[src/rtl/core/packbits_planar_image_unpacker_core_macros.svh]
// ----------------------------------------------------------------------------
// Assertion macros for the PackBits planar image unpacker
// Each macro expects signals named clk and rst_n in the module that uses it.
// ----------------------------------------------------------------------------
`ifndef PACKBITS_PLANAR_IMAGE_UNPACKER_CORE_MACROS_SVH
`define PACKBITS_PLANAR_IMAGE_UNPACKER_CORE_MACROS_SVH

// The consequent must hold in the same cycle as the antecedent.
`define PBU_ASSERT_NOW(label, ante, cons, msg) \
    label: assert property (@(posedge clk) disable iff (!rst_n) (ante) |-> (cons)) \
        else $error(msg);

// The consequent must hold in the cycle after the antecedent.
`define PBU_ASSERT_NEXT(label, ante, cons, msg) \
    label: assert property (@(posedge clk) disable iff (!rst_n) (ante) |=> (cons)) \
        else $error(msg);

`endif

[src/rtl/core/pbu_pkg.sv]
// ----------------------------------------------------------------------------
// PackBits unpacker package
// Field widths, codes, screen geometry tables and the address stepping function.
// ----------------------------------------------------------------------------
package pbu_pkg;

    localparam int VALUE_W = 8;
    localparam int ADDR_W  = 15;
    localparam int COUNT_W = 2;
    localparam int STAT_W  = 2;
    localparam int MODE_W  = 2;
    localparam int ROW_W   = 9;
    localparam int PLANE_W = 2;
    localparam int BIR_W   = 8;
    localparam int NP_W    = 3;

    // Run parser phases.
    localparam logic [1:0] PHASE_PREFIX  = 2'd0;
    localparam logic [1:0] PHASE_LITERAL = 2'd1;
    localparam logic [1:0] PHASE_REPEAT  = 2'd2;

    // Result status codes.
    localparam logic [STAT_W-1:0] STAT_OK      = 2'd0;
    localparam logic [STAT_W-1:0] STAT_DONE    = 2'd1;
    localparam logic [STAT_W-1:0] STAT_OVERRUN = 2'd2;

    // Commands from the controller to the datapath.
    localparam logic [1:0] CMD_NONE  = 2'd0;
    localparam logic [1:0] CMD_ITEM  = 2'd1;
    localparam logic [1:0] CMD_LATCH = 2'd2;
    localparam logic [1:0] CMD_PAIR  = 2'd3;

    // Resolution modes.
    localparam logic [MODE_W-1:0] MODE_4PLANE = 2'd0;
    localparam logic [MODE_W-1:0] MODE_2PLANE = 2'd1;
    localparam logic [MODE_W-1:0] MODE_1PLANE = 2'd2;
    localparam logic [MODE_W-1:0] MODE_RESET  = MODE_1PLANE;

    localparam logic [7:0] LITERAL_MAX = 8'd127;
    localparam logic [7:0] REPEAT_MIN  = 8'd129;
    localparam logic [8:0] REPEAT_BASE = 9'd257;

    localparam int ROW_BYTES_M0 = (320 / 8) * 4;
    localparam int ROW_BYTES_M1 = (640 / 8) * 2;
    localparam int ROW_BYTES_M2 = (640 / 8) * 1;
    localparam int ROWS_M0 = 200;
    localparam int ROWS_M1 = 200;
    localparam int ROWS_M2 = 400;

    typedef struct packed {
        logic [ROW_W-1:0]   row_index;
        logic [PLANE_W-1:0] plane_index;
        logic [BIR_W-1:0]   byte_in_row;
        logic [ADDR_W-1:0]  row_base;
    } pos_t;

    typedef struct packed {
        logic [1:0] op;
    } cmd_t;

    typedef struct packed {
        logic out_busy;
        logic rep_pending;
        logic pair_last;
    } dp_status_t;

    function automatic logic [NP_W-1:0] pbu_planes(input logic [MODE_W-1:0] m);
        logic [NP_W-1:0] r;
        case (m)
            MODE_4PLANE: r = 3'd4;
            MODE_2PLANE: r = 3'd2;
            default:     r = 3'd1;
        endcase
        return r;
    endfunction

    function automatic logic [BIR_W-1:0] pbu_row_bytes(input logic [MODE_W-1:0] m);
        logic [BIR_W-1:0] r;
        case (m)
            MODE_4PLANE: r = BIR_W'(ROW_BYTES_M0);
            MODE_2PLANE: r = BIR_W'(ROW_BYTES_M1);
            default:     r = BIR_W'(ROW_BYTES_M2);
        endcase
        return r;
    endfunction

    function automatic logic [ROW_W-1:0] pbu_rows(input logic [MODE_W-1:0] m);
        logic [ROW_W-1:0] r;
        case (m)
            MODE_4PLANE: r = ROW_W'(ROWS_M0);
            MODE_2PLANE: r = ROW_W'(ROWS_M1);
            default:     r = ROW_W'(ROWS_M2);
        endcase
        return r;
    endfunction

    // Position after one byte: word pairs per plane, then next plane, then next row.
    function automatic pos_t pbu_advance(input pos_t p, input logic [MODE_W-1:0] m);
        pos_t             r;
        logic [NP_W-1:0]  np;
        logic [BIR_W-1:0] bpr;
        logic [BIR_W:0]   bir;
        logic [NP_W-1:0]  pl;
        np  = pbu_planes(m);
        bpr = pbu_row_bytes(m);
        r   = p;
        bir = {1'b0, p.byte_in_row} + 9'd1;
        if (!bir[0])
        begin
            bir = bir + {5'd0, np, 1'b0} - 9'd2;
            if (bir >= {1'b0, bpr})
            begin
                pl = {1'b0, p.plane_index} + 3'd1;
                if (pl >= np)
                begin
                    pl          = 3'd0;
                    r.row_base  = p.row_base + {7'd0, bpr};
                    r.row_index = p.row_index + 9'd1;
                end
                r.plane_index = pl[PLANE_W-1:0];
                bir           = {5'd0, pl, 1'b0};
            end
        end
        r.byte_in_row = bir[BIR_W-1:0];
        return r;
    endfunction

endpackage

[src/rtl/core/pbu_if.sv]
// ----------------------------------------------------------------------------
// PackBits unpacker channels
// Input byte channel, result channel and configuration write channel.
// ----------------------------------------------------------------------------
interface pbu_in_if;
    logic                        valid;
    logic                        ready;
    logic                        func;
    logic [pbu_pkg::VALUE_W-1:0] value;

    modport source (output valid, output func, output value, input ready);
    modport sink (input valid, input func, input value, output ready);
endinterface

interface pbu_out_if;
    logic                        valid;
    logic                        ready;
    logic [pbu_pkg::COUNT_W-1:0] write_count;
    logic [pbu_pkg::ADDR_W-1:0]  addr_a;
    logic [pbu_pkg::VALUE_W-1:0] byte_a;
    logic [pbu_pkg::ADDR_W-1:0]  addr_b;
    logic [pbu_pkg::VALUE_W-1:0] byte_b;
    logic                        last;
    logic [pbu_pkg::STAT_W-1:0]  status;

    modport source (output valid, output write_count, output addr_a, output byte_a,
                    output addr_b, output byte_b, output last, output status, input ready);
    modport sink (input valid, input write_count, input addr_a, input byte_a,
                  input addr_b, input byte_b, input last, input status, output ready);
endinterface

interface pbu_cfg_if;
    logic                       valid;
    logic                       ready;
    logic [pbu_pkg::MODE_W-1:0] data;

    modport source (output valid, output data, input ready);
    modport sink (input valid, input data, output ready);
endinterface

[src/rtl/core/pbu_ctrl.sv]
// ----------------------------------------------------------------------------
// PackBits unpacker controller
// Takes items when the result register is free and sequences repeat runs.
// ----------------------------------------------------------------------------
module pbu_ctrl (
    input  logic                clk,
    input  logic                rst_n,
    input  logic                in_valid,
    input  logic                in_func,
    output logic                in_ready,
    input  logic                out_ready,
    input  pbu_pkg::dp_status_t status,
    output pbu_pkg::cmd_t       cmd
);
    import pbu_pkg::*;

    localparam logic S_IDLE = 1'b0;
    localparam logic S_PAIR = 1'b1;

    logic state_reg;
    logic state_next;
    logic slot_free;

    assign slot_free = !status.out_busy || out_ready;
    assign in_ready  = (state_reg == S_IDLE) && slot_free;

    always_comb
    begin
        cmd.op     = CMD_NONE;
        state_next = state_reg;
        case (state_reg)
            S_IDLE:
            begin
                if (in_valid && slot_free)
                begin
                    // A data byte of a repeat run is latched, then drained in pairs.
                    if (!in_func && status.rep_pending)
                    begin
                        cmd.op     = CMD_LATCH;
                        state_next = S_PAIR;
                    end
                    else
                    begin
                        cmd.op = CMD_ITEM;
                    end
                end
            end
            S_PAIR:
            begin
                if (slot_free)
                begin
                    cmd.op = CMD_PAIR;
                    if (status.pair_last)
                    begin
                        state_next = S_IDLE;
                    end
                end
            end
            default:
            begin
                state_next = S_IDLE;
            end
        endcase
    end

    always_ff @(posedge clk or negedge rst_n)
    begin
        if (!rst_n)
        begin
            state_reg <= S_IDLE;
        end
        else
        begin
            state_reg <= state_next;
        end
    end

endmodule

[src/rtl/core/pbu_datapath.sv]
// ----------------------------------------------------------------------------
// PackBits unpacker datapath
// Run parser, screen position counters, address steps and result register.
// ----------------------------------------------------------------------------
`include "packbits_planar_image_unpacker_core_macros.svh"

module pbu_datapath (
    input  logic                         clk,
    input  logic                         rst_n,
    input  pbu_pkg::cmd_t                cmd,
    output pbu_pkg::dp_status_t          status,
    input  logic                         in_func,
    input  logic [pbu_pkg::VALUE_W-1:0]  in_value,
    input  logic                         cfg_write,
    input  logic [pbu_pkg::MODE_W-1:0]   cfg_data,
    input  logic                         out_ready,
    output logic                         out_valid,
    output logic [pbu_pkg::COUNT_W-1:0]  out_write_count,
    output logic [pbu_pkg::ADDR_W-1:0]   out_addr_a,
    output logic [pbu_pkg::VALUE_W-1:0]  out_byte_a,
    output logic [pbu_pkg::ADDR_W-1:0]   out_addr_b,
    output logic [pbu_pkg::VALUE_W-1:0]  out_byte_b,
    output logic                         out_last,
    output logic [pbu_pkg::STAT_W-1:0]   out_status
);
    import pbu_pkg::*;

    logic [MODE_W-1:0]  mode_reg;
    logic [1:0]         phase_reg;
    logic [1:0]         phase_next;
    logic [7:0]         rem_reg;
    logic [7:0]         rem_next;
    pos_t               pos_reg;
    pos_t               pos_next;
    logic               ov_reg;
    logic               ov_next;
    logic [VALUE_W-1:0] rep_byte_reg;

    logic               out_valid_reg;
    logic [COUNT_W-1:0] out_count_reg;
    logic [COUNT_W-1:0] out_count_next;
    logic [ADDR_W-1:0]  out_addr_a_reg;
    logic [ADDR_W-1:0]  out_addr_a_next;
    logic [VALUE_W-1:0] out_byte_a_reg;
    logic [VALUE_W-1:0] out_byte_a_next;
    logic [ADDR_W-1:0]  out_addr_b_reg;
    logic [ADDR_W-1:0]  out_addr_b_next;
    logic [VALUE_W-1:0] out_byte_b_reg;
    logic [VALUE_W-1:0] out_byte_b_next;
    logic               out_last_reg;
    logic               out_last_next;
    logic [STAT_W-1:0]  out_status_reg;
    logic [STAT_W-1:0]  out_status_next;
    logic               out_load;

    logic [MODE_W-1:0]  mode_sel;
    logic [ROW_W-1:0]   rows;
    logic               ok_a;
    logic               ok_b;
    pos_t               pos_a;
    pos_t               pos_b;
    logic [ADDR_W-1:0]  addr_a;
    logic [ADDR_W-1:0]  addr_b;

    // Pair step of a repeat run.
    logic [1:0]         pair_writes;
    logic               pair_fail;
    pos_t               pair_pos;
    logic [7:0]         pair_rem;
    logic               pair_last;
    logic               pair_ov;

    logic [7:0]         lit_rem;
    logic               boundary;

    assign mode_sel = (mode_reg > MODE_1PLANE) ? MODE_1PLANE : mode_reg;
    assign rows     = pbu_rows(mode_sel);
    assign ok_a     = !ov_reg && (pos_reg.row_index < rows);
    assign pos_a    = pbu_advance(pos_reg, mode_sel);
    assign ok_b     = pos_a.row_index < rows;
    assign pos_b    = pbu_advance(pos_a, mode_sel);
    assign addr_a   = pos_reg.row_base + {7'd0, pos_reg.byte_in_row};
    assign addr_b   = pos_a.row_base + {7'd0, pos_a.byte_in_row};

    always_comb
    begin
        pair_fail   = 1'b0;
        pair_writes = 2'd0;
        pair_pos    = pos_reg;
        if (!ok_a)
        begin
            pair_fail = 1'b1;
        end
        else if (rem_reg < 8'd2)
        begin
            pair_writes = 2'd1;
            pair_pos    = pos_a;
        end
        else if (ok_b)
        begin
            pair_writes = 2'd2;
            pair_pos    = pos_b;
        end
        else
        begin
            pair_writes = 2'd1;
            pair_pos    = pos_a;
            pair_fail   = 1'b1;
        end
        pair_rem  = rem_reg - {6'd0, pair_writes};
        // End the run early when the next write would already be dropped, so
        // that no empty result trails the last pair of writes.
        pair_last = pair_fail || (pair_rem == 8'd0) || (pair_pos.row_index >= rows);
        pair_ov   = ov_reg || pair_fail || ((pair_rem != 8'd0) && (pair_pos.row_index >= rows));
    end

    assign lit_rem = (rem_reg != 8'd0) ? (rem_reg - 8'd1) : 8'd0;

    always_comb
    begin
        phase_next      = phase_reg;
        rem_next        = rem_reg;
        pos_next        = pos_reg;
        ov_next         = ov_reg;
        boundary        = 1'b0;
        out_load        = 1'b0;
        out_count_next  = 2'd0;
        out_addr_a_next = '0;
        out_byte_a_next = '0;
        out_addr_b_next = '0;
        out_byte_b_next = '0;
        out_last_next   = 1'b1;
        out_status_next = STAT_OK;
        case (cmd.op)
            CMD_ITEM:
            begin
                out_load = 1'b1;
                if (in_func)
                begin
                    phase_next = PHASE_PREFIX;
                    rem_next   = 8'd0;
                    pos_next   = '0;
                    ov_next    = 1'b0;
                end
                else
                begin
                    case (phase_reg)
                        PHASE_LITERAL:
                        begin
                            if (ok_a)
                            begin
                                pos_next        = pos_a;
                                out_count_next  = 2'd1;
                                out_addr_a_next = addr_a;
                                out_byte_a_next = in_value;
                            end
                            else
                            begin
                                ov_next = 1'b1;
                            end
                            rem_next = lit_rem;
                            if (lit_rem == 8'd0)
                            begin
                                phase_next = PHASE_PREFIX;
                                boundary   = 1'b1;
                            end
                        end
                        default:
                        begin
                            if (in_value <= LITERAL_MAX)
                            begin
                                phase_next = PHASE_LITERAL;
                                rem_next   = in_value + 8'd1;
                            end
                            else if (in_value >= REPEAT_MIN)
                            begin
                                phase_next = PHASE_REPEAT;
                                rem_next   = 8'(REPEAT_BASE - {1'b0, in_value});
                            end
                            else
                            begin
                                phase_next = PHASE_PREFIX;
                                boundary   = 1'b1;
                            end
                        end
                    endcase
                    if (ov_next)
                    begin
                        out_status_next = STAT_OVERRUN;
                    end
                    else if (boundary && (pos_next.row_index >= rows))
                    begin
                        out_status_next = STAT_DONE;
                    end
                end
            end
            CMD_PAIR:
            begin
                out_load        = 1'b1;
                pos_next        = pair_pos;
                out_count_next  = pair_writes;
                out_last_next   = pair_last;
                if (pair_writes != 2'd0)
                begin
                    out_addr_a_next = addr_a;
                    out_byte_a_next = rep_byte_reg;
                end
                if (pair_writes == 2'd2)
                begin
                    out_addr_b_next = addr_b;
                    out_byte_b_next = rep_byte_reg;
                end
                if (pair_last)
                begin
                    phase_next = PHASE_PREFIX;
                    rem_next   = 8'd0;
                    ov_next    = pair_ov;
                    if (pair_ov)
                    begin
                        out_status_next = STAT_OVERRUN;
                    end
                    else if (pair_pos.row_index >= rows)
                    begin
                        out_status_next = STAT_DONE;
                    end
                end
                else
                begin
                    rem_next = pair_rem;
                end
            end
            default:
            begin
                out_load = 1'b0;
            end
        endcase
    end

    always_ff @(posedge clk or negedge rst_n)
    begin
        if (!rst_n)
        begin
            mode_reg      <= MODE_RESET;
            phase_reg     <= PHASE_PREFIX;
            rem_reg       <= 8'd0;
            pos_reg       <= '0;
            ov_reg        <= 1'b0;
            out_valid_reg <= 1'b0;
        end
        else
        begin
            if (cfg_write)
            begin
                mode_reg <= cfg_data;
            end
            phase_reg <= phase_next;
            rem_reg   <= rem_next;
            pos_reg   <= pos_next;
            ov_reg    <= ov_next;
            if (out_load)
            begin
                out_valid_reg <= 1'b1;
            end
            else if (out_ready)
            begin
                out_valid_reg <= 1'b0;
            end
        end
    end

    always_ff @(posedge clk)
    begin
        if (cmd.op == CMD_LATCH)
        begin
            rep_byte_reg <= in_value;
        end
        if (out_load)
        begin
            out_count_reg  <= out_count_next;
            out_addr_a_reg <= out_addr_a_next;
            out_byte_a_reg <= out_byte_a_next;
            out_addr_b_reg <= out_addr_b_next;
            out_byte_b_reg <= out_byte_b_next;
            out_last_reg   <= out_last_next;
            out_status_reg <= out_status_next;
        end
    end

    assign status.out_busy    = out_valid_reg;
    assign status.rep_pending = (phase_reg == PHASE_REPEAT);
    assign status.pair_last   = pair_last;

    assign out_valid       = out_valid_reg;
    assign out_write_count = out_count_reg;
    assign out_addr_a      = out_addr_a_reg;
    assign out_byte_a      = out_byte_a_reg;
    assign out_addr_b      = out_addr_b_reg;
    assign out_byte_b      = out_byte_b_reg;
    assign out_last        = out_last_reg;
    assign out_status      = out_status_reg;

    `PBU_ASSERT_NEXT(a_overrun_sticky, ov_reg && !(cmd.op == CMD_ITEM && in_func), ov_reg, "overrun cleared without a start")
    `PBU_ASSERT_NEXT(a_run_closed, (cmd.op == CMD_PAIR) && pair_last, (phase_reg == PHASE_PREFIX) && (rem_reg == 8'd0), "repeat run not closed after its last pair")
    `PBU_ASSERT_NOW(a_overrun_status, out_valid_reg && (out_status_reg == STAT_OVERRUN), ov_reg, "overrun status without overrun flag")
    `PBU_ASSERT_NOW(a_lane_b_clear, out_valid_reg && (out_count_reg != 2'd2), (out_addr_b_reg == '0) && (out_byte_b_reg == '0), "unused second lane not cleared")

endmodule

[src/rtl/core/packbits_planar_image_unpacker_core.sv]
// ----------------------------------------------------------------------------
// PackBits planar image unpacker
// Decodes a PackBits picture body into interleaved bitplane screen writes.
// ----------------------------------------------------------------------------
//  channel   modport   carries
//  stream    sink      func, value: one compressed byte or a start of image
//  writes    source    write_count, addr_a, byte_a, addr_b, byte_b, last, status
//  cfg       sink      data: resolution_mode, always ready
//
// A start, a prefix or a literal data byte gives one result.
// A repeat data byte of n copies is latched, then drained as one result per cycle
// while the sink takes them, the datapath stepping the address twice per result.
// Results pass through a single output register; a new item is taken when that
// register is empty or being emptied, so a stalled sink holds the input.
// Reset sets resolution_mode to 2 and clears the position and run state.
// ----------------------------------------------------------------------------
module packbits_planar_image_unpacker_core (
    input logic      clk,
    input logic      rst_n,
    pbu_in_if.sink   stream,
    pbu_out_if.source writes,
    pbu_cfg_if.sink  cfg
);
    import pbu_pkg::*;

    cmd_t       cmd;
    dp_status_t dp_status;

    assign cfg.ready = 1'b1;

    pbu_ctrl u_ctrl (
        .clk       (clk),
        .rst_n     (rst_n),
        .in_valid  (stream.valid),
        .in_func   (stream.func),
        .in_ready  (stream.ready),
        .out_ready (writes.ready),
        .status    (dp_status),
        .cmd       (cmd)
    );

    pbu_datapath u_datapath (
        .clk             (clk),
        .rst_n           (rst_n),
        .cmd             (cmd),
        .status          (dp_status),
        .in_func         (stream.func),
        .in_value        (stream.value),
        .cfg_write       (cfg.valid),
        .cfg_data        (cfg.data),
        .out_ready       (writes.ready),
        .out_valid       (writes.valid),
        .out_write_count (writes.write_count),
        .out_addr_a      (writes.addr_a),
        .out_byte_a      (writes.byte_a),
        .out_addr_b      (writes.addr_b),
        .out_byte_b      (writes.byte_b),
        .out_last        (writes.last),
        .out_status      (writes.status)
    );

endmodule

[src/flat_wrapper.sv]
// flat-port wrapper written by rule: the top's interface ports become plain ports
module packbits_planar_image_unpacker_core_flat import pbu_pkg::*;
  (clk, rst_n, stream_valid, stream_func, stream_value, stream_ready, writes_valid, writes_write_count, writes_addr_a, writes_byte_a, writes_addr_b, writes_byte_b, writes_last, writes_status, writes_ready, cfg_valid, cfg_data, cfg_ready);
  pbu_in_if stream_i ();
  pbu_out_if writes_i ();
  pbu_cfg_if cfg_i ();
  input logic clk;
  input logic rst_n;
  input wire logic [$bits(stream_i.valid)-1:0] stream_valid;
  input wire logic [$bits(stream_i.func)-1:0] stream_func;
  input wire logic [$bits(stream_i.value)-1:0] stream_value;
  output wire logic [$bits(stream_i.ready)-1:0] stream_ready;
  output wire logic [$bits(writes_i.valid)-1:0] writes_valid;
  output wire logic [$bits(writes_i.write_count)-1:0] writes_write_count;
  output wire logic [$bits(writes_i.addr_a)-1:0] writes_addr_a;
  output wire logic [$bits(writes_i.byte_a)-1:0] writes_byte_a;
  output wire logic [$bits(writes_i.addr_b)-1:0] writes_addr_b;
  output wire logic [$bits(writes_i.byte_b)-1:0] writes_byte_b;
  output wire logic [$bits(writes_i.last)-1:0] writes_last;
  output wire logic [$bits(writes_i.status)-1:0] writes_status;
  input wire logic [$bits(writes_i.ready)-1:0] writes_ready;
  input wire logic [$bits(cfg_i.valid)-1:0] cfg_valid;
  input wire logic [$bits(cfg_i.data)-1:0] cfg_data;
  output wire logic [$bits(cfg_i.ready)-1:0] cfg_ready;
  assign stream_i.valid = stream_valid;
  assign stream_i.func = stream_func;
  assign stream_i.value = stream_value;
  assign stream_ready = stream_i.ready;
  assign writes_valid = writes_i.valid;
  assign writes_write_count = writes_i.write_count;
  assign writes_addr_a = writes_i.addr_a;
  assign writes_byte_a = writes_i.byte_a;
  assign writes_addr_b = writes_i.addr_b;
  assign writes_byte_b = writes_i.byte_b;
  assign writes_last = writes_i.last;
  assign writes_status = writes_i.status;
  assign writes_i.ready = writes_ready;
  assign cfg_i.valid = cfg_valid;
  assign cfg_i.data = cfg_data;
  assign cfg_ready = cfg_i.ready;
  packbits_planar_image_unpacker_core u_core (.clk(clk), .rst_n(rst_n), .stream(stream_i), .writes(writes_i), .cfg(cfg_i));
endmodule
[config.mk]
export PLATFORM = sky130hd
export DESIGN_NAME = packbits_planar_image_unpacker_core_flat
export DESIGN_NICKNAME = d
export VERILOG_FILES = /design/src/rtl/core/pbu_pkg.sv /design/src/rtl/core/pbu_if.sv /design/src/rtl/core/pbu_ctrl.sv /design/src/rtl/core/pbu_datapath.sv /design/src/rtl/core/packbits_planar_image_unpacker_core.sv /design/src/flat_wrapper.sv
export VERILOG_INCLUDE_DIRS = /design/src /design/src/rtl/core
export SDC_FILE = /design/constraint.sdc
export NUM_CORES = 1
export LEC_CHECK = 0
export CAP_MARGIN = 10
export CORE_MARGIN = 3
export CORE_UTILIZATION = 54
export CTS_CLUSTER_DIAMETER = 60
export DETAILED_ROUTE_END_ITERATION = 8
export DONT_BUFFER_PORTS = 1
export GPL_TIMING_DRIVEN = 0
export PLACE_DENSITY = 0.71
export SYNTH_ARGS = -nofsm -noshare
export SYNTH_HDL_FRONTEND = slang
export SYNTH_SLANG_ARGS = --single-unit
[constraint.sdc]
create_clock -name clk -period 8.2 [get_ports clk]
set_clock_uncertainty 0.05 [all_clocks]
set_input_delay 1.64 -clock clk [delete_from_list [all_inputs] [get_ports clk]]
set_output_delay 1.64 -clock clk [all_outputs]
set_load 0.05 [all_outputs]
======== Word-level counts from Yosys, hierarchy flattened ========
Cells that the tools add are included.
storage, ports and cells
  input bits .............................. 16
  register bits ........................... 108
  word-level logic and storage cells ...... 188
operators by class
  bitwise logic cells ..................... 1
  add/sub/neg operators ................... 18
  reduce and logical (&&, ||, !) cells .... 29
  eq/ne operators ......................... 13
  multiplexer cells ....................... 97
  $lt $le $gt $ge ......................... 12
operator list
  cell                                                                count
  34-bit 2-to-1 mux                                                   8
  15-bit 2-to-1 mux                                                   10
  8-bit 2-to-1 mux                                                    15
  34-bit one-hot mux with 2 select lines                              1
  15-bit by 8-bit adder with 15-bit output                            4
  11-bit 2-to-1 mux                                                   4
  2-bit 2-to-1 mux                                                    17
  8-bit one-hot mux with 2 select lines                               2
  15-bit one-hot mux with 2 select lines                              1
  1-bit 2-to-1 mux                                                    27
  9-bit 2-to-1 mux                                                    3
  8-bit by 1-bit adder with 9-bit output, second input constant       2
  9-bit by 1-bit adder with 9-bit output, second input constant       2
  9-bit by 4-bit adder with 9-bit output                              2
  9-bit by 8-bit >= comparator with 1-bit output                      2
  9-bit >= comparator                                                 2
  9-bit < comparator                                                  2
  9-bit by 2-bit subtractor with 9-bit output, second input constant  2
  8-bit logical NOT                                                   2
  2-bit one-hot mux with 2 select lines                               4
  8-bit nonzero test                                                  2
  8-bit by 1-bit adder with 8-bit output, second input constant       1
  2-bit == test, second input constant                                4
  8-bit >= comparator, second input constant                          1
  27 further kinds                                                    50

======== Depth between registers and ports, before layout ========
  depth in word-level cells ............... 24
  depth in mapped cells ................... 45
  gate-level depth less buffers ........... 42

======== By module ========
Synthesis repeated with hierarchy kept, for this count alone.
second synthesis, totals
  cell total of the unflattened synthesis .. 1042
  area total of the unflattened synthesis .. 8851.0 µm²
modules (own cells, without submodules)
  module                               times used  cells an instance  area an instance (µm²)
  pbu_datapath                         1           1028               8755.9
  pbu_ctrl                             1           12                 83.8
  packbits_planar_image_unpacker_core  1           2                  11.3

======== Least setup slack after synthesis ========
OpenSTA, ideal clock, no wires.
  path type ............................... register to register
  start point ............................. register u_core.u_datapath.mode_reg[1]
  end point ............................... register u_core.u_ctrl.state_reg
  cell stages (with the launch flop) ...... 40
  arrival ................................. 8090 ps
  period minus slack after synthesis ...... 8260 ps
  slack ................................... -60 ps
  cell sequence ........................... dfstp_2 -> inv_1 -> nand2_1 -> ha_1 -> inv_1 -> ha_1 -> fa_1 -> a211oi_2 -> o21a_1 -> ha_1 -> o221ai_1 -> and2_1 -> buf_2 -> a21oi_4 -> or2_2 -> xnor2_1 -> ha_1 -> inv_1 -> [4 not listed] -> nand2_1 -> o41ai_1 -> a21o_1 -> a21o_1 -> a21oi_1 -> inv_1 -> o211ai_1 -> maj3_1 -> nor3_1 -> xor2_1 -> ha_1 -> nand2_1 -> a21oi_1 -> o31ai_1 -> o31a_1 -> buf_6 -> or3_1 -> a31o_1
between the ends
  longest elaborated chain between the ends .. 23
  elaborated cells on any way between the ends .. 48
RTL lines
  element                                                                               RTL line                                     source
  start, declared                                                                       pbu_datapath.sv:28                           logic [MODE_W-1:0] mode_reg;
  start signal, assigned                                                                pbu_datapath.sv:254                          mode_reg <= cfg_data;
  2-bit > comparator                                                                    pbu_datapath.sv:76                           assign mode_sel = (mode_reg > MODE_1PLANE) ? MODE_1PLANE : mode_reg;
  2-bit 2-to-1 mux (*)                                                                  pbu_datapath.sv:76
  2-bit by 1-bit == test with 1-bit output / 2-bit logical NOT (equally long branches)  pbu_pkg.sv:69, pbu_pkg.sv:79, pbu_pkg.sv:89
  3-bit one-hot mux with 2 select lines                                                 pbu_pkg.sv:69                                case (m)
  9-bit by 4-bit adder with 9-bit output                                                pbu_pkg.sv:110                               bir = bir + {5'd0, np, 1'b0} - 9'd2;
  9-bit by 2-bit subtractor with 9-bit output                                           pbu_pkg.sv:110
  9-bit by 8-bit >= comparator with 1-bit output                                        pbu_pkg.sv:111                               if (bir >= {1'b0, bpr})
  8-bit 2-to-1 mux                                                                      pbu_pkg.sv:111
  [8 not listed]                                                                        n/a
  34-bit 2-to-1 mux                                                                     pbu_datapath.sv:94                           else if (rem_reg < 8'd2)
  34-bit 2-to-1 mux                                                                     pbu_datapath.sv:90                           if (!ok_a)
  9-bit >= comparator                                                                   pbu_datapath.sv:113                          pair_last = pair_fail || (pair_rem == 8'd0) || (pair_pos.row_index >= rows);
  1-bit logical OR (*)                                                                  pbu_datapath.sv:113
  1-bit 2-to-1 mux (*)                                                                  pbu_ctrl.sv:53                               if (status.pair_last)
  1-bit 2-to-1 mux (*)                                                                  pbu_ctrl.sv:50                               if (slot_free)
  1-bit one-hot mux with 2 select lines (*)                                             pbu_ctrl.sv:31                               case (state_reg)
  named net u_core.u_ctrl.state_next                                                    pbu_ctrl.sv:21                               logic state_next;
  end signal, assigned                                                                  pbu_ctrl.sv:74                               state_reg <= state_next;
  end, declared                                                                         pbu_ctrl.sv:20                               logic state_reg;
The timed path passes the listed nets; every way through them passes the cells marked *. The select of a mux whose other input is x is not followed.
A chain may end at the register's enable or synchronous reset.

======== Worst setup path after layout ========
  start point ............................. register u_core.u_datapath.pos_reg[15] in the netlist's numbering
  end point ............................... register u_core.u_ctrl.state_reg
between the ends
  longest elaborated chain between the ends .. 20
  elaborated cells on any way between the ends .. 36
RTL lines
  element                                         RTL line             source
  start, declared                                 pbu_datapath.sv:33   pos_t pos_reg;
  start signal, assigned                          pbu_datapath.sv:258  pos_reg <= pos_next;
  8-bit by 1-bit adder with 9-bit output (*)      pbu_pkg.sv:107       bir = {1'b0, p.byte_in_row} + 9'd1;
  9-bit by 4-bit adder with 9-bit output          pbu_pkg.sv:110
  9-bit by 2-bit subtractor with 9-bit output     pbu_pkg.sv:110
  9-bit by 8-bit >= comparator with 1-bit output  pbu_pkg.sv:111
  8-bit 2-to-1 mux                                pbu_pkg.sv:111
  8-bit 2-to-1 mux                                pbu_pkg.sv:108       if (!bir[0])
  8-bit by 1-bit adder with 9-bit output          pbu_pkg.sv:107
  9-bit by 4-bit adder with 9-bit output          pbu_pkg.sv:110
  [5 not listed]                                  n/a
  34-bit 2-to-1 mux                               pbu_datapath.sv:94
  34-bit 2-to-1 mux                               pbu_datapath.sv:90
  9-bit >= comparator                             pbu_datapath.sv:113
  1-bit logical OR (*)                            pbu_datapath.sv:113
  1-bit 2-to-1 mux (*)                            pbu_ctrl.sv:53
  1-bit 2-to-1 mux (*)                            pbu_ctrl.sv:50
  1-bit one-hot mux with 2 select lines (*)       pbu_ctrl.sv:31
  named net u_core.u_ctrl.state_next              pbu_ctrl.sv:21
Marked as above.

==> reports/results.tsv <==
stage	metric	value	unit
clock_tree	clock sinks	104	
global_routing	pin count of the biggest net entering global routing	61	
synthesis	average cell area after synthesis	8.64	µm²
placed_design	port buffer count	0	
floorplan	DIE WIDTH	135	µm
critical_path	slowest stage cell, crit path	dfrtp_2	
synthesis	Compound-Gate Fraction of Synth Area	22.4	%
critical_path	CP Launch Type	register	
synthesis	Seq/Total Area, Yosys	32.3	%
floorplan	Initial Util	55.9	%
hold_path	Hold Crit Class	register to register	
sta	Slew @ Worst Pin	0.987	ns
sta	crit share post-route	100	%
global_routing	total gr overflow	0	
placed_design	gpl congestion	0.982	
synthesis	synthesis warning total	0	
status	status	complete, but fails checks	
critical_path	Worst EP required	8.40	ns
clock_tree	Worst-path clk slew	0.08	ns
route	final WL	26.4	mm
layout	antenna fix cells	0	
sta	final setup fails	1	
layout	max reg flops	30	
sta	highest clock rate	122	MHz
synthesis	Synth cell types	91	
route	DR pass1 iterations	5	
synthesis	syn nets	1138	
clock_tree	TritonCTS clock tree	yes	
synthesis	Async SR Flop Fraction	43.3	%
synthesis	Synth top area share	19.7	%
synthesis	main area contributors after synthesis	edfxtp_1 (20%), dfrtp_1 (12%), ha_1 (11%)	
sta	final hold slack	0.490	ns
clock_tree	htree depth	3	
layout	share of cells above drive strength 1	16.2	%
critical_path	delay-heaviest family, CP	adder cells	
critical_path	WP buf/inv	6	
route	DRT iter0 DRCs	685	
clock_tree	Clock Latency Late Sink	0.36	ns
job	maxcap violations	0	
sta	Final WS setup	-0.00319	ns
critical_path	crit-path max FO	10	
synthesis	Cells after Synth	1039	
layout	post-layout net count	1196	
route	Routed Antenna Nets	0	
synthesis	Yosys reg bits	104	
critical_path	reg-to-reg slack, setup	-0.003	ns
global_routing	number of global-route vias before repair	8142	
sta	Slew Limit Fails	0	
layout	P&R area growth vs syn	16.0	%
floorplan	Rows	46	
floorplan	IO Pins	70	
route	via count	8328	
global_routing	antenna violations before repair	1	
sta	Final Hold Vio Count	0	
route	DR WL/cell	20.0	µm
sta	relative max-transition margin	34.0	%
synthesis	Synth Area in Adders	12.1	%
route	DR DRC count	0	
critical_path	Worst path max stage delay	0.49	ns
clock_tree	Num CTS Buffers	9	
synthesis	EDFF count, synth	59	
status	failing checks	setup timing	
synthesis	largest family of logic cells by synthesized area	compound AO/OA/AOI/OAI gates	
synthesis	area leader, netlist	edfxtp_1	
floorplan	Die H	135	µm
synthesis	Netlist Area Pre-Place	0.00898	mm²
critical_path	most used cell, CP	ha_1	
synthesis	leading register cell type out of synthesis	edfxtp_1	
floorplan	die area	0.0182	mm²
synthesis	Synth Area in XOR/XNOR	7.68	%
global_routing	gr usage total	28.9	%
floorplan	core area	0.0161	mm²
clock_tree	Longest Clk Path Bufs	2	
sta	Period minus WS final	8.20	ns
critical_path	CP Capture Type	register	
clock_tree	root buf cell	clkbuf_16	
global_routing	first-pass GRT wire length	42.1	mm
synthesis	mux contribution to synthesized area	1.13	%
sta	RSZ-0062 raised after global routing	yes	
critical_path	Crit Path Class	register to register	
critical_path	CP arrival	8.40	ns
synthesis	Post-Synth Simple-Gate Area	19.6	%
clock_tree	hold buffers post-CTS	0	
route	vias per cell	6.32	
placed_design	DP HPWL	18.8	mm
layout	Fillers	1363	
cells in the mapped netlist, types with 5 or more instances:
library cell / n
a211oi_1: 5
a21o_1: 20
a21oi_1: 69
a22o_1: 9
a22oi_1: 6
a31oi_1: 14
and2_1: 9
and3_1: 19
clkbuf_1: 36
dfrtp_1: 44
edfxtp_1: 59
fa_1: 5
ha_1: 78
inv_1: 58
mux2i_1: 9
nand2_1: 100
nand2b_1: 11
nand3_1: 25
nand4_1: 9
nor2_1: 102
nor2b_1: 19
nor3_1: 38
nor4_1: 6
o211ai_1: 21
o21a_1: 11
o21ai_0: 46
o221ai_1: 8
o22ai_1: 6
o31ai_1: 8
or3_1: 8
xnor2_1: 43
xor2_1: 32
routing by layer:
metal	up-vias	GRT usage (%)	share of wire [%]
li1	3897	-	-
met1	3967	37.2	42
met2	364	48.3	47
met3	98	5.85	7.1
met4	2	11.0	4.1
met5	-	0	0.076
layout by cell type (no fill, tap or decap), types with 11 or more instances in the layout:
cell type / synthesis / routed
a21o_1: 20 / 19
xnor2_1: 43 / 36
xor2_1: 32 / 29
inv_1: 58 / 54
clkbuf_1: 36 / 33
nand3_1: 25 / 22
ha_1: 78 / 71
nor2b_1: 19 / 19
and3_1: 19 / 19
nor3_1: 38 / 33
dfrtp_1: 44 / 41
o21ai_0: 46 / 41
a21oi_1: 69 / 59
o21a_1: 11 / 11
nand2b_1: 11 / 11
o211ai_1: 21 / 21
nand2_1: 100 / 97
buf_4: 2 / 47
a31oi_1: 14 / 14
a21oi_2: 4 / 11
nor2_1: 102 / 100
edfxtp_1: 59 / 59
final timing paths:
kind / from / endpoint / cells past startpoint
worst max-delay path: u_core.u_datapath.pos_reg[15] / u_core.u_ctrl.state_reg / 39
worst min-delay path: u_core.u_datapath.mode_reg[0] / u_core.u_datapath.mode_reg[0] / 1
max in group asynchronous: rst_n / u_core.u_datapath.mode_reg[1] / 0
worst max register to register: u_core.u_datapath.pos_reg[15] / u_core.u_ctrl.state_reg / 39
worst min register to register: u_core.u_datapath.mode_reg[0] / u_core.u_datapath.mode_reg[0] / 1
min in group asynchronous: rst_n / u_core.u_datapath.mode_reg[0] / 0
worst reg2reg max path: cells and delay by family (launching register included):
kind / cells / cell delay, ns
compound gates: 12 / 2.36
buf+inv: 6 / 0.68
flops: 1 / 0.49
simple gates: 6 / 0.91
fa+ha+maj: 10 / 2.67
xor+xnor: 5 / 0.97
through the flow:
step                setup WS [ns]  setup TNS [ns]  utilization (%)  std cells  instance area [µm²]
finish                   -0.00319        -0.00319             64.9       1318                10400
global route               -0.378           -3.65             64.9       1318                10400
floorplan                  0.0212               0                -       1039                 8980
global placement            -1.68          -23.92             57.6       1255                 9260
CTS                        0.0242               0             63.0       1299                10100
detailed placement          -1.74          -25.66             57.7       1256                 9270
area by class of cell:
| cell class | count | area (µm²) | share of cell area [%] |
|---|---|---|---|
| Buffer | 46 | 225 | 2.16 |
| Clock buffer | 9 | 225 | 2.16 |
| Clock inverter | 7 | 92.6 | 0.889 |
| Inverter | 60 | 231 | 2.22 |
| Multi-Input combinational cell | 828 | 6110 | 58.6 |
| Sequential cell | 104 | 2900 | 27.9 |
| Tap cell | 216 | 270 | 2.59 |
| Timing Repair Buffer | 48 | 362 | 3.47 |
repair_timing:
| item | in CTS | in global routing |
|---|---|---|
| setup buffers | 27 | 20 |
| resized for setup | 67 | 38 |
| pin swaps | 34 | 30 |
| setup endpoints to repair | 31 | 15 |
| cloned | 0 | 1 |
kinds of logic after synthesis:
| family | count (synthesis) |
|---|---|
| adder cells (fa/ha/maj) | 84 |
| buffers and inverters | 107 |
| AO/OA/AOI/OAI | 287 |
| multiplexers | 10 |
| XOR/XNOR | 77 |
| AND/OR/NAND/NOR | 368 |
| other | 2 |
| flip-flops | 104 |
Power is not shown: default switching activity piles up to over one toggle a cycle in this logic, so the estimate is an artifact.
